## src/rtl/assert_macros.svh

```systemverilog
// Assertion macros shared by the injector RTL.
// No dependencies; define SYNTHESIS to compile the checks out.
`ifndef ASSERT_MACROS_SVH
`define ASSERT_MACROS_SVH

`ifndef SYNTHESIS

`define BLCI_ASSERT(label, clk, rst, prop) \
   label: assert property (@(posedge clk) disable iff (rst) (prop)) \
      else $error("blci assertion failed");

`define BLCI_ASSERT_NEVER(label, clk, rst, expr) \
   label: assert property (@(posedge clk) disable iff (rst) !(expr)) \
      else $error("blci forbidden condition seen");

`else

`define BLCI_ASSERT(label, clk, rst, prop)

`define BLCI_ASSERT_NEVER(label, clk, rst, expr)

`endif

`endif

```

## src/rtl/blci_pkg.sv

```systemverilog
// Shared widths, reset values, register indexes and controller/datapath structs
// for the burst loss channel injector. No dependencies.
package blci_pkg;

   localparam int LEN_WIDTH        = 10;
   localparam int BLOCK_SIZE       = 512;
   localparam int REM_WIDTH        = $clog2(BLOCK_SIZE + 1);
   localparam int CNT_WIDTH        = (LEN_WIDTH > REM_WIDTH) ? LEN_WIDTH : REM_WIDTH;
   localparam int CMP_WIDTH        = CNT_WIDTH + 1;
   localparam int WORD_WIDTH       = 32;
   localparam int MARK_MOD_WIDTH   = 8;
   localparam int MOD_WIDTH        = 16;
   localparam int CSR_INDEX_WIDTH  = 8;
   localparam int CSR_DATA_WIDTH   = 32;

   localparam logic [MARK_MOD_WIDTH-1:0] GOOD_MOD_RESET = 8'd6;
   localparam logic [MARK_MOD_WIDTH-1:0] BAD_MOD_RESET  = 8'd3;
   localparam logic [MOD_WIDTH-1:0]      FLIP_MOD_RESET = 16'd128;
   localparam logic [WORD_WIDTH-1:0]     SEED_RESET     = 32'd1;

   localparam logic [CSR_INDEX_WIDTH-1:0] CSR_GOOD_MODULUS = 8'd0;
   localparam logic [CSR_INDEX_WIDTH-1:0] CSR_BAD_MODULUS  = 8'd1;
   localparam logic [CSR_INDEX_WIDTH-1:0] CSR_FLIP_MODULUS = 8'd2;
   localparam logic [CSR_INDEX_WIDTH-1:0] CSR_PRNG_SEED    = 8'd3;

   localparam logic KIND_FLIP = 1'b0;
   localparam logic KIND_MARK = 1'b1;

   typedef struct packed {
      logic capture;
      logic fail;
      logic consume;
      logic split;
      logic start_rem;
      logic start_len;
      logic start_mark;
      logic respond;
   } cmd_type;

   typedef struct packed {
      logic len_zero;
      logic len_gt_rem;
      logic rem_zero;
      logic block_good;
      logic ok;
      logic busy;
      logic out_free;
   } status_type;

endpackage

```

## src/rtl/blci_modpipe.sv

```systemverilog
// Pipelined remainder unit: one dividend bit per stage, zero-remainder flag out.
// Depends on blci_pkg and assert_macros.svh.
`include "assert_macros.svh"

module blci_modpipe (
   input  logic                           clock,
   input  logic                           reset,
   input  logic                           in_valid,
   input  logic [blci_pkg::WORD_WIDTH-1:0] in_dividend,
   input  logic [blci_pkg::MOD_WIDTH-1:0]  divisor,
   output logic                           out_valid,
   output logic                           out_zero,
   output logic                           busy
);

   localparam int STAGES = blci_pkg::WORD_WIDTH;
   localparam int MW     = blci_pkg::MOD_WIDTH;
   localparam int WW     = blci_pkg::WORD_WIDTH;

   logic [MW-1:0]     rem_ff  [STAGES];
   logic [MW-1:0]     rem_in  [STAGES];
   logic [WW-1:0]     dvd_ff  [STAGES];
   logic [WW-1:0]     dvd_in  [STAGES];
   logic [STAGES-1:0] vld_ff;
   logic [STAGES-1:0] vld_in;

   logic [MW-1:0]     src_rem [STAGES];
   logic [WW-1:0]     src_dvd [STAGES];
   logic [STAGES-1:0] src_vld;
   logic [MW:0]       trial   [STAGES];

   always_comb begin
      src_rem[0] = '0;
      src_dvd[0] = in_dividend;
      src_vld[0] = in_valid;
      for (int k = 1; k < STAGES; k++) begin
         src_rem[k] = rem_ff[k-1];
         src_dvd[k] = dvd_ff[k-1];
         src_vld[k] = vld_ff[k-1];
      end
      for (int k = 0; k < STAGES; k++) begin
         trial[k] = {src_rem[k], src_dvd[k][WW-1]};
         if (trial[k] >= {1'b0, divisor}) begin
            rem_in[k] = MW'(trial[k] - {1'b0, divisor});
         end else begin
            rem_in[k] = MW'(trial[k]);
         end
         dvd_in[k] = src_dvd[k] << 1;
         vld_in[k] = src_vld[k];
      end
   end

   always_ff @(posedge clock) begin
      if (reset) begin
         vld_ff <= '0;
      end else begin
         vld_ff <= vld_in;
      end
   end

   always_ff @(posedge clock) begin
      for (int k = 0; k < STAGES; k++) begin
         rem_ff[k] <= rem_in[k];
         dvd_ff[k] <= dvd_in[k];
      end
   end

   assign out_valid = vld_ff[STAGES-1];
   assign out_zero  = (rem_ff[STAGES-1] == '0);
   assign busy      = |vld_ff;

   `BLCI_ASSERT(a_rem_below_divisor, clock, reset, out_valid |-> (rem_ff[STAGES-1] < divisor))

endmodule

```

## src/rtl/blci_datapath.sv

```systemverilog
// Injector datapath: config registers, xorshift generator, block and byte state,
// draw issue counter, remainder pipeline and response register.
// Depends on blci_pkg, blci_modpipe and assert_macros.svh.
`include "assert_macros.svh"

module blci_datapath (
   input  logic                                clock,
   input  logic                                reset,
   input  logic [blci_pkg::LEN_WIDTH-1:0]       req_packet_length,
   input  logic                                csr_valid,
   output logic                                csr_ready,
   input  logic [blci_pkg::CSR_INDEX_WIDTH-1:0] csr_index,
   input  logic [blci_pkg::CSR_DATA_WIDTH-1:0]  csr_data,
   input  blci_pkg::cmd_type                   cmd,
   output blci_pkg::status_type                status,
   output logic                                rsp_valid,
   input  logic                                rsp_ready,
   output logic                                rsp_delivered,
   output logic [blci_pkg::WORD_WIDTH-1:0]      rsp_bad_block_count
);

   localparam int LW  = blci_pkg::LEN_WIDTH;
   localparam int RW  = blci_pkg::REM_WIDTH;
   localparam int CW  = blci_pkg::CNT_WIDTH;
   localparam int PW  = blci_pkg::CMP_WIDTH;
   localparam int WW  = blci_pkg::WORD_WIDTH;
   localparam int MW  = blci_pkg::MOD_WIDTH;
   localparam int GW  = blci_pkg::MARK_MOD_WIDTH;

   function automatic logic [WW-1:0] xorshift(input logic [WW-1:0] x);
      logic [WW-1:0] y;
      y = x ^ (x << 13);
      y = y ^ (y >> 17);
      y = y ^ (y << 5);
      return y;
   endfunction

   logic [GW-1:0] good_mod_ff, good_mod_in;
   logic [GW-1:0] bad_mod_ff, bad_mod_in;
   logic [MW-1:0] flip_mod_ff, flip_mod_in;
   logic [WW-1:0] random_ff, random_in;
   logic [LW-1:0] len_ff, len_in;
   logic [RW-1:0] block_rem_ff, block_rem_in;
   logic          block_good_ff, block_good_in;
   logic          byte_good_ff, byte_good_in;
   logic [WW-1:0] bad_blocks_ff, bad_blocks_in;
   logic          ok_ff, ok_in;
   logic [CW-1:0] issue_cnt_ff, issue_cnt_in;
   logic          kind_ff, kind_in;
   logic [MW-1:0] divisor_ff, divisor_in;
   logic          rsp_valid_ff, rsp_valid_in;
   logic          rsp_delivered_ff, rsp_delivered_in;
   logic [WW-1:0] rsp_count_ff, rsp_count_in;

   logic [WW-1:0] draw_word;
   logic          issue;
   logic          pipe_valid;
   logic          pipe_zero;
   logic          pipe_busy;
   logic [LW-1:0] split_len;
   logic [RW-1:0] split_rem;
   logic [GW-1:0] mark_mod;
   logic [MW-1:0] mark_div;
   logic [MW-1:0] flip_div;
   logic          next_byte_good;

   assign draw_word = xorshift(random_ff);
   assign issue     = (issue_cnt_ff != '0);

   blci_modpipe u_modpipe (
      .clock       (clock),
      .reset       (reset),
      .in_valid    (issue),
      .in_dividend (draw_word),
      .divisor     (divisor_ff),
      .out_valid   (pipe_valid),
      .out_zero    (pipe_zero),
      .busy        (pipe_busy)
   );

   assign split_len = len_ff - LW'(block_rem_ff);
   assign split_rem = (PW'(split_len) >= PW'(blci_pkg::BLOCK_SIZE)) ? '0
                    : RW'(blci_pkg::BLOCK_SIZE) - RW'(split_len);
   assign mark_mod  = block_good_ff ? good_mod_ff : bad_mod_ff;
   assign mark_div  = (mark_mod == '0) ? MW'(1) : MW'(mark_mod);
   assign flip_div  = (flip_mod_ff == '0) ? MW'(1) : flip_mod_ff;
   assign next_byte_good = pipe_zero ? !byte_good_ff : byte_good_ff;

   always_comb begin
      good_mod_in      = good_mod_ff;
      bad_mod_in       = bad_mod_ff;
      flip_mod_in      = flip_mod_ff;
      random_in        = random_ff;
      len_in           = len_ff;
      block_rem_in     = block_rem_ff;
      block_good_in    = block_good_ff;
      byte_good_in     = byte_good_ff;
      bad_blocks_in    = bad_blocks_ff;
      ok_in            = ok_ff;
      issue_cnt_in     = issue_cnt_ff;
      kind_in          = kind_ff;
      divisor_in       = divisor_ff;
      rsp_valid_in     = rsp_valid_ff;
      rsp_delivered_in = rsp_delivered_ff;
      rsp_count_in     = rsp_count_ff;

      // advance the generator once per issued draw
      if (issue) begin
         issue_cnt_in = issue_cnt_ff - CW'(1);
         random_in    = draw_word;
      end

      if (csr_valid) begin
         case (csr_index)
            blci_pkg::CSR_GOOD_MODULUS: good_mod_in = csr_data[GW-1:0];
            blci_pkg::CSR_BAD_MODULUS:  bad_mod_in  = csr_data[GW-1:0];
            blci_pkg::CSR_FLIP_MODULUS: flip_mod_in = csr_data[MW-1:0];
            blci_pkg::CSR_PRNG_SEED: begin
               random_in = (csr_data == '0) ? blci_pkg::SEED_RESET : WW'(csr_data);
            end
            default: ;
         endcase
      end

      if (cmd.capture) begin
         len_in = req_packet_length;
         ok_in  = 1'b1;
      end
      if (cmd.fail) begin
         ok_in = 1'b0;
      end
      if (cmd.consume) begin
         block_rem_in = block_rem_ff - RW'(len_ff);
      end
      if (cmd.split) begin
         len_in       = split_len;
         block_rem_in = split_rem;
      end
      if (cmd.start_rem) begin
         issue_cnt_in = CW'(block_rem_ff);
         kind_in      = blci_pkg::KIND_FLIP;
         divisor_in   = flip_div;
      end
      if (cmd.start_len) begin
         issue_cnt_in = CW'(len_ff);
         kind_in      = blci_pkg::KIND_FLIP;
         divisor_in   = flip_div;
      end
      if (cmd.start_mark) begin
         issue_cnt_in = CW'(1);
         kind_in      = blci_pkg::KIND_MARK;
         divisor_in   = mark_div;
      end

      // retire one draw
      if (pipe_valid) begin
         if (kind_ff == blci_pkg::KIND_MARK) begin
            block_good_in = !pipe_zero;
            if (pipe_zero) begin
               bad_blocks_in = bad_blocks_ff + WW'(1);
            end
         end else begin
            byte_good_in = next_byte_good;
            if (!next_byte_good) begin
               ok_in = 1'b0;
            end
         end
      end

      if (cmd.respond) begin
         rsp_valid_in     = 1'b1;
         rsp_delivered_in = ok_ff;
         rsp_count_in     = bad_blocks_ff;
      end else if (rsp_ready) begin
         rsp_valid_in = 1'b0;
      end
   end

   always_ff @(posedge clock) begin
      if (reset) begin
         good_mod_ff   <= blci_pkg::GOOD_MOD_RESET;
         bad_mod_ff    <= blci_pkg::BAD_MOD_RESET;
         flip_mod_ff   <= blci_pkg::FLIP_MOD_RESET;
         random_ff     <= blci_pkg::SEED_RESET;
         block_rem_ff  <= '0;
         block_good_ff <= 1'b1;
         byte_good_ff  <= 1'b1;
         bad_blocks_ff <= '0;
         issue_cnt_ff  <= '0;
         rsp_valid_ff  <= 1'b0;
      end else begin
         good_mod_ff   <= good_mod_in;
         bad_mod_ff    <= bad_mod_in;
         flip_mod_ff   <= flip_mod_in;
         random_ff     <= random_in;
         block_rem_ff  <= block_rem_in;
         block_good_ff <= block_good_in;
         byte_good_ff  <= byte_good_in;
         bad_blocks_ff <= bad_blocks_in;
         issue_cnt_ff  <= issue_cnt_in;
         rsp_valid_ff  <= rsp_valid_in;
      end
   end

   always_ff @(posedge clock) begin
      len_ff           <= len_in;
      ok_ff            <= ok_in;
      kind_ff          <= kind_in;
      divisor_ff       <= divisor_in;
      rsp_delivered_ff <= rsp_delivered_in;
      rsp_count_ff     <= rsp_count_in;
   end

   assign status.len_zero   = (len_ff == '0);
   assign status.len_gt_rem = (PW'(len_ff) > PW'(block_rem_ff));
   assign status.rem_zero   = (block_rem_ff == '0);
   assign status.block_good = block_good_ff;
   assign status.ok         = ok_ff;
   assign status.busy       = issue | pipe_busy;
   assign status.out_free   = !rsp_valid_ff || rsp_ready;

   assign csr_ready           = 1'b1;
   assign rsp_valid           = rsp_valid_ff;
   assign rsp_delivered       = rsp_delivered_ff;
   assign rsp_bad_block_count = rsp_count_ff;

   `BLCI_ASSERT(a_start_when_idle, clock, reset, (cmd.start_rem || cmd.start_len || cmd.start_mark) |-> !(issue || pipe_busy))
   `BLCI_ASSERT(a_no_rsp_overwrite, clock, reset, cmd.respond |-> (!rsp_valid_ff || rsp_ready))
   `BLCI_ASSERT(a_bad_count_steps, clock, reset, (!$past(reset) && !$stable(bad_blocks_ff)) |-> (bad_blocks_ff == $past(bad_blocks_ff) + WW'(1)))

endmodule

```

## src/rtl/blci_ctrl.sv

```systemverilog
// Injector controller: sequences length check, old-block judging, block mark
// draw, new-block judging and the response. Depends on blci_pkg, assert_macros.svh.
`include "assert_macros.svh"

module blci_ctrl (
   input  logic                 clock,
   input  logic                 reset,
   input  logic                 req_valid,
   output logic                 req_ready,
   input  blci_pkg::status_type status,
   output blci_pkg::cmd_type    cmd
);

   localparam logic [2:0] ST_IDLE       = 3'd0;
   localparam logic [2:0] ST_DECIDE     = 3'd1;
   localparam logic [2:0] ST_OLD_WAIT   = 3'd2;
   localparam logic [2:0] ST_SPLIT      = 3'd3;
   localparam logic [2:0] ST_MARK_WAIT  = 3'd4;
   localparam logic [2:0] ST_JUDGE_WAIT = 3'd5;
   localparam logic [2:0] ST_DONE       = 3'd6;

   logic [2:0] state_ff, state_in;

   assign req_ready = (state_ff == ST_IDLE);

   always_comb begin
      state_in = state_ff;
      cmd      = '0;
      case (state_ff)
         ST_IDLE: begin
            if (req_valid) begin
               cmd.capture = 1'b1;
               state_in    = ST_DECIDE;
            end
         end
         ST_DECIDE: begin
            if (status.len_zero) begin
               cmd.fail = 1'b1;
               state_in = ST_DONE;
            end else if (status.len_gt_rem) begin
               if (!status.rem_zero && !status.block_good) begin
                  cmd.start_rem = 1'b1;
                  state_in      = ST_OLD_WAIT;
               end else begin
                  state_in = ST_SPLIT;
               end
            end else begin
               cmd.consume = 1'b1;
               if (!status.block_good) begin
                  cmd.start_len = 1'b1;
                  state_in      = ST_JUDGE_WAIT;
               end else begin
                  state_in = ST_DONE;
               end
            end
         end
         ST_OLD_WAIT: begin
            if (!status.busy) begin
               state_in = ST_SPLIT;
            end
         end
         ST_SPLIT: begin
            cmd.split      = 1'b1;
            cmd.start_mark = 1'b1;
            state_in       = ST_MARK_WAIT;
         end
         ST_MARK_WAIT: begin
            if (!status.busy) begin
               if (!status.block_good && status.ok) begin
                  cmd.start_len = 1'b1;
                  state_in      = ST_JUDGE_WAIT;
               end else begin
                  state_in = ST_DONE;
               end
            end
         end
         ST_JUDGE_WAIT: begin
            if (!status.busy) begin
               state_in = ST_DONE;
            end
         end
         ST_DONE: begin
            if (status.out_free) begin
               cmd.respond = 1'b1;
               state_in    = ST_IDLE;
            end
         end
         default: begin
            state_in = ST_IDLE;
         end
      endcase
   end

   always_ff @(posedge clock) begin
      if (reset) begin
         state_ff <= ST_IDLE;
      end else begin
         state_ff <= state_in;
      end
   end

   `BLCI_ASSERT(a_one_start, clock, reset, $onehot0({cmd.start_rem, cmd.start_len, cmd.start_mark}))
   `BLCI_ASSERT(a_capture_then_decide, clock, reset, cmd.capture |=> (state_ff == ST_DECIDE))

endmodule

```

## src/rtl/burst_loss_channel_injector.sv

```systemverilog
// Burst loss channel injector top level: controller plus datapath.
// Depends on blci_pkg, blci_ctrl, blci_datapath (and blci_modpipe below it).
//
//   channel  direction  handshake              payload
//   req      in         req_valid/req_ready    req_packet_length
//   rsp      out        rsp_valid/rsp_ready    rsp_delivered, rsp_bad_block_count
//   csr      in         csr_valid/csr_ready    csr_index, csr_data
//
// One word at a time. A packet in a good block passes from accept through DECIDE
// and DONE back to IDLE; each judged run of bytes and each block start waits for
// the 32-stage remainder pipeline to drain before the next step.
// Reset is synchronous and active high; no clearing pass is needed.
// A result held in the rsp register stalls only the final step of the next word.
module burst_loss_channel_injector (
   input  logic                                clock,
   input  logic                                reset,
   input  logic                                req_valid,
   output logic                                req_ready,
   input  logic [blci_pkg::LEN_WIDTH-1:0]       req_packet_length,
   output logic                                rsp_valid,
   input  logic                                rsp_ready,
   output logic                                rsp_delivered,
   output logic [blci_pkg::WORD_WIDTH-1:0]      rsp_bad_block_count,
   input  logic                                csr_valid,
   output logic                                csr_ready,
   input  logic [blci_pkg::CSR_INDEX_WIDTH-1:0] csr_index,
   input  logic [blci_pkg::CSR_DATA_WIDTH-1:0]  csr_data
);

   blci_pkg::cmd_type    cmd;
   blci_pkg::status_type status;

   blci_ctrl u_ctrl (
      .clock     (clock),
      .reset     (reset),
      .req_valid (req_valid),
      .req_ready (req_ready),
      .status    (status),
      .cmd       (cmd)
   );

   blci_datapath u_datapath (
      .clock               (clock),
      .reset               (reset),
      .req_packet_length   (req_packet_length),
      .csr_valid           (csr_valid),
      .csr_ready           (csr_ready),
      .csr_index           (csr_index),
      .csr_data            (csr_data),
      .cmd                 (cmd),
      .status              (status),
      .rsp_valid           (rsp_valid),
      .rsp_ready           (rsp_ready),
      .rsp_delivered       (rsp_delivered),
      .rsp_bad_block_count (rsp_bad_block_count)
   );

endmodule
```

## config.mk

```make
export PLATFORM = sky130hd
export DESIGN_NAME = burst_loss_channel_injector
export DESIGN_NICKNAME = d
export VERILOG_FILES = /design/src/rtl/blci_pkg.sv /design/src/rtl/blci_modpipe.sv /design/src/rtl/blci_datapath.sv /design/src/rtl/blci_ctrl.sv /design/src/rtl/burst_loss_channel_injector.sv
export VERILOG_INCLUDE_DIRS = /design/src /design/src/rtl
export SDC_FILE = /design/constraint.sdc
export NUM_CORES = 2
export LEC_CHECK = 0
export BUFFER_PORTS_ARGS = -buffer_cell sky130_fd_sc_hd__buf_4
export CAP_MARGIN = 20
export CORE_MARGIN = 2
export CORE_UTILIZATION = 55
export CTS_BUF_LIST = sky130_fd_sc_hd__clkbuf_4
export DETAILED_ROUTE_END_ITERATION = 6
export PLACE_DENSITY_LB_ADDON = 0.08
export SLEW_MARGIN = 20
export SYNTH_ARGS = -nofsm -noshare
export SYNTH_HDL_FRONTEND = slang
export SYNTH_SLANG_ARGS = --single-unit
export TNS_END_PERCENT = 20
```

## constraint.sdc

```tcl
create_clock -name clock -period 4.6 [get_ports clock]
set_clock_uncertainty 0.1 [all_clocks]
set_input_delay 0.46 -clock clock [delete_from_list [all_inputs] [get_ports clock]]
set_output_delay 0.46 -clock clock [all_outputs]
set_load 0.02 [all_outputs]
```

# [Yosys cells after proc, flatten, opt, wreduce, memory -nomap -nowiden]
# Memory sizes are Yosys's and may differ from the RTL's.
# Cells that the tools add are included.
# W data, S select, Z words.
[word_totals] ff_bits=215 ram_bits=1504 mem_count=2
[mem_list] memory="u_datapath.u_modpipe.dvd_ff" words=32 width=31 rd=31 rd_ports_with_merged_regs=0 wr=32 line_no="blci_modpipe.sv:22" text="logic [WW-1:0] dvd_ff [STAGES];"
[mem_list] memory="u_datapath.u_modpipe.rem_ff" words=32 width=16 rd=32 rd_ports_with_merged_regs=0 wr=32 line_no="blci_modpipe.sv:20" text="logic [MW-1:0] rem_ff [STAGES];"
[classes] n_addsub=37 order_cmp=34 n_eq_ne=14 n_mux=90 n_bitwise=5 n_reduce_logical=33
[op_table] op="$mux W16" n=36
[op_table] op="$ge A17 B16 Y1" n=31
[op_table] op="$sub A16 B16 Y16" n=31
[op_table] op="$mux W32" n=4
[op_table] op="$mux W10" n=8
[op_table] op="$xor A32 B32 Y32" n=2
[op_table] op="$add A32 B1 Y32 const B" n=1
[op_table] op="$logic_not A16 Y1" n=2
[op_table] op="$logic_not A32 Y1" n=1
[op_table] op="$reduce_or A32 Y1" n=1
[op_table] op="$xor A32 B15 Y32" n=1
[op_table] op="$mux W1" n=27
[op_table] op="$mux W3" n=7
[op_table] op="$pmux W3 S7" n=1
[op_table] op="$logic_not A10 Y1" n=2
[op_table] op="$sub A10 B10 Y10" n=2
[op_table] op="$eq A8 B2 Y1 const B" n=2
[op_table] op="$ge A1 B16 Y1" n=1
[op_table] op="$logic_not A8 Y1" n=2
[op_table] op="$mux W8" n=2
[op_table] op="$sub A1 B16 Y16" n=1
[op_table] op="$ge A10 B10 Y1 const B" n=1
[op_table] op="$gt A10 B10 Y1" n=1
[op_table] op="$ne A2 B2 Y1 const B" n=5
[op_table] op="22 further kinds" n=41

# [Longest topological paths before layout]
[logic_depth] depth_word=10 depth_mapped=14

# [By module]
# From an unflattened synthesis, not the netlist that was laid out.
[hier_totals] cells_unflattened=5933 hier_area_um2=59024.1
[by_module_without_submodules] mod="blci_modpipe" instances=1 cells_per_inst=4868 area_per_inst_um2=49319.8
[by_module_without_submodules] mod="blci_datapath" instances=1 cells_per_inst=1017 area_per_inst_um2=9339.0
[by_module_without_submodules] mod="blci_ctrl" instances=1 cells_per_inst=48 area_per_inst_um2=365.4

# [Least setup slack after synthesis]
# OpenSTA, ideal clock, no wires.
[synth_path] path_kind="register to register" startpoint="register u_datapath.divisor_ff[1]" endpoint="memory u_datapath.u_modpipe.rem_ff[0][22] (netlist name)" arrival_time_ns=4.655 required_ns=4.379 setup_slack_ns=-0.276 path_stages_with_launch=13 n_path_buf=2 period_less_slack_ns=4.876 path_cell_list="edfxtp_1 clkbuf_1 inv_1 ha_1 nor2b_1 o31ai_1 a21o_1 o21a_1 a2bb2oi_1 a21oi_1 nor2_1 buf_2 mux2_2"
[synth_rtl] item="start, declared" line_no="blci_datapath.sv:50" text="logic [MW-1:0] divisor_ff, divisor_in;"
[synth_rtl] item="start signal, assigned" line_no="blci_datapath.sv:209" text="divisor_ff <= divisor_in;"
[synth_rtl] item="end, declared" line_no="blci_modpipe.sv:20"

==> results.tsv <==
metric	value	unit
Synth cell types	78	
Post-Syn Area	58200	um2
sequential cell area	25100	um2
post-DR wirelength/cell	17.0	um
Post-Syn Nets	6690	
HP Class	input pin to register	
wire length on met1	65.4	mm
Filler Cells Inserted	9047	
IO Port Bufs	89	
final net count	7197	
area occupied by multi-input gates	32000	um2
met3 WL	5.66	mm
global-route wire length before repair	223	mm
largest net degree at the start of global routing	81	
DPL Wire Length	98.8	mm
core area	105000	um2
R2R depth	10	
status	completed	
DR vias/cell	5.59	
PwrDens	779	nW/um2
main flop type after synthesis	dfxtp_1	
DRT Wirelength	140	mm
sequential element share of the synthesized area	0.431	
number of synthesized flops with an enable pin	59	
FMAX	248	MHz
RR Startpoint	u_datapath.divisor_ff[5]	
Max Cap Violations	0	
grt ovf	0	
row count	119	
GP Congestion	0.877	
crit start category	register	
Sink Count	1223	
cell count after synthesis	6082	
post-route ant nets	0	
total count of hold-check failures in the final report	0	
YS warnings	0	
DR top layer	met5	
RSZ-0062 raised after global routing	no	
DR iter-0 viols	2607	
crit end category	register	
reg2reg setup slack	570	ps
DRT Pass-1 Iters	5	
routed wl met2	64.5	mm
Num CTS Buffers	331	
asr flop ratio synth	0	
final core utilization	0.630	
Post-CTS Setup Inserts	0	
Starting Density	0.554	
Die W	329	um
initial antenna violation count	3	
CTS tree	built	
Worst Setup EP	u_datapath.u_modpipe.rem_ff[1][198]	
DR vias	45800	
Die H	329	um
Max Fanout on Critical Path	23	
Critical Path AT	4900	ps
Max IR drop VDD	0.722	mV
layout cells sized above 1	0.135	
commonest non-fill, non-tap cell in the layout	dfxtp_1	
Clk Latency, worst-skew pair	1190	ps
WS Path Type	register to register	
Total GRT Usage	0.254	
R2R Path End	u_datapath.u_modpipe.rem_ff[1][198]	
Required @ worst endpoint	5470	ps
Ports	91	
PnR Total Power	51500	uW
CTS H-tree depth	5	
#FFs+latches synth	1223	
CTS root buf	clkbuf_4	
Max Buffers Root-to-Sink	4	
Final Critical Period	4030	ps
Slew headroom	0.275	
final worst path period share	0.876	
die area	108000	um2
most frequent cells in the layout	1164 x dfxtp_1, 539 x nor2_1, 520 x ha_1	
area grow syn2layout	13.7	%
setup violators final	0	
P_leak	0.0287	uW
Synth Area per Inst	9.57	um2
clock-pin transition on the worst setup and hold timing paths	70	ps
worst slew pin tran	1090	ps
Crit. Startpoint	u_datapath.divisor_ff[5]	
DRC violations left	0	
vias in the first global route	44100	
Max Slew Vio Count	0	
==> critical path: stages, from the launching register on <==
cell      delay, ps
edfxtp_1        400
inv_2           490
buf_4           280
ha_1            290
o21a_1          180
o21ai_0         340
a311oi_1        120
nor3_1          450
o221a_2         300
nand2_1         450
mux2_2          470
==> worst min path at each step <==
stage | depth (start not counted) | from | slack, ps | endpoint
after global placement | 0 | u_datapath.u_modpipe.dvd_ff[0][22] | 210 | u_datapath.u_modpipe.dvd_ff[0][54]
after detailed placement | 0 | u_datapath.u_modpipe.dvd_ff[0][80] | 210 | u_datapath.u_modpipe.dvd_ff[0][112]
after CTS | 5 | csr_data[1] | 6 | u_datapath.bad_mod_ff[1]
final | 5 | csr_data[1] | 140 | u_datapath.bad_mod_ff[1]
after global routing | 5 | csr_data[1] | 40 | u_datapath.bad_mod_ff[1]
after floorplan | 0 | u_datapath.u_modpipe.dvd_ff[0][68] | 210 | u_datapath.u_modpipe.dvd_ff[0][100]
==> area by class of cell <==
type                       count  share of cell area
multi-input combinational   4539               0.483
timing repair buffer         296              0.0407
tap                         1391              0.0263
inverter                     198              0.0112
sequential                  1223               0.379
clock buffer                 459              0.0521
antenna                        7            0.000265
clock inverter                85             0.00760
==> stage by stage <==
stage | cells | hold slack, ps | worst slack [ps] | instance area [um2] | TNS [ps]
5_1_grt | 8197 | 43.2 | 259 | 66200 | 0
6_report | 8198 | 137 | 571 | 66200 | 0
3_3_place_gp | 7523 | 209 | 725 | 61000 | 0
4_1_cts | 8191 | 6.40 | 567 | 66200 | 0
2_1_floorplan | 6082 | 210 | -276 | 58200 | -37000
3_5_place_dp | 7523 | 212 | 657 | 61000 | 0
==> where the power goes <==
part	leakage (uW)	switching [uW]	internal, uW	total, uW
clock network	0.00235	4260	4910	9170
logic	0.0160	13400	11000	24500
registers	0.0103	2330	15600	17900
==> flip-flops by register name, summed over array words and instances (netlist names) <==
name / cells
u_datapath.u_modpipe.rem_ff: 512
u_datapath.u_modpipe.dvd_ff: 496
u_datapath.bad_blocks_ff: 32
u_datapath.random_ff: 32
u_datapath.rsp_bad_block_count: 32
u_datapath.u_modpipe.vld_ff: 32
u_datapath.divisor_ff: 16
u_datapath.flip_mod_ff: 16
u_datapath.block_rem_ff: 10
u_datapath.issue_cnt_ff: 10
u_datapath.len_ff: 10
u_datapath.bad_mod_ff: 8
u_datapath.good_mod_ff: 8
u_ctrl.state_ff: 3
u_datapath.block_good_ff: 1
u_datapath.byte_good_ff: 1
u_datapath.kind_ff: 1
u_datapath.ok_ff: 1
u_datapath.rsp_delivered: 1
u_datapath.rsp_valid: 1
==> logic make-up after synthesis <==
logic type	share of synthesized area
AND/OR/NAND/NOR	0.146
AO/OA/AOI/OAI	0.171
flip-flops	0.431
adder cells (fa/ha/maj)	0.123
XOR/XNOR	0.0617
buffers and inverters	0.0214
multiplexers	0.0457
other	0.0000644
==> synth_stat cells (20+ instances only) <==
master,instances,area share
dfxtp_1,1164,0.40
nor2_1,539,0.035
ha_1,520,0.11
a21oi_1,435,0.037
o21ai_0,426,0.037
nand2_1,416,0.027
xnor2_1,223,0.034
inv_1,198,0.013
xor2_1,182,0.027
mux2_2,149,0.029
nor2b_1,149,0.016
o21a_1,129,0.017
nor3_1,119,0.010
nand4_1,100,0.011
mux2i_1,98,0.017
nand3_1,98,0.0084
nand2b_1,87,0.0094
clkbuf_1,86,0.0055
or3_1,77,0.0083
a21o_1,74,0.0095
a31oi_1,67,0.0072
o31ai_1,66,0.0085
edfxtp_1,59,0.030
nor4_1,57,0.0061
a211oi_1,55,0.0071
and3_1,51,0.0055
fa_1,33,0.011
o21bai_1,33,0.0043
or2_2,33,0.0035
a311oi_1,32,0.0048
a21boi_0,26,0.0034
buf_2,25,0.0021
a2111o_1,24,0.0046
a2111oi_0,21,0.0032
and2_1,20,0.0021
o211ai_1,20,0.0026
==> per-layer routing <==
metal / vias to the layer above / track usage
met2: 1035 / 0.416
met4: 2 / 0.0998
met5: - / 0
met3: 267 / 0.0386
li1: 23200 / -
met1: 21300 / 0.338
==> timing repair <==
action                     4_1_cts  5_1_grt
hold buffers                   124        0
resized for setup                0        0
hold endpoints to repair       139        0
setup endpoints to repair        0        0
Note: power is estimated with default switching activity, not from simulation.
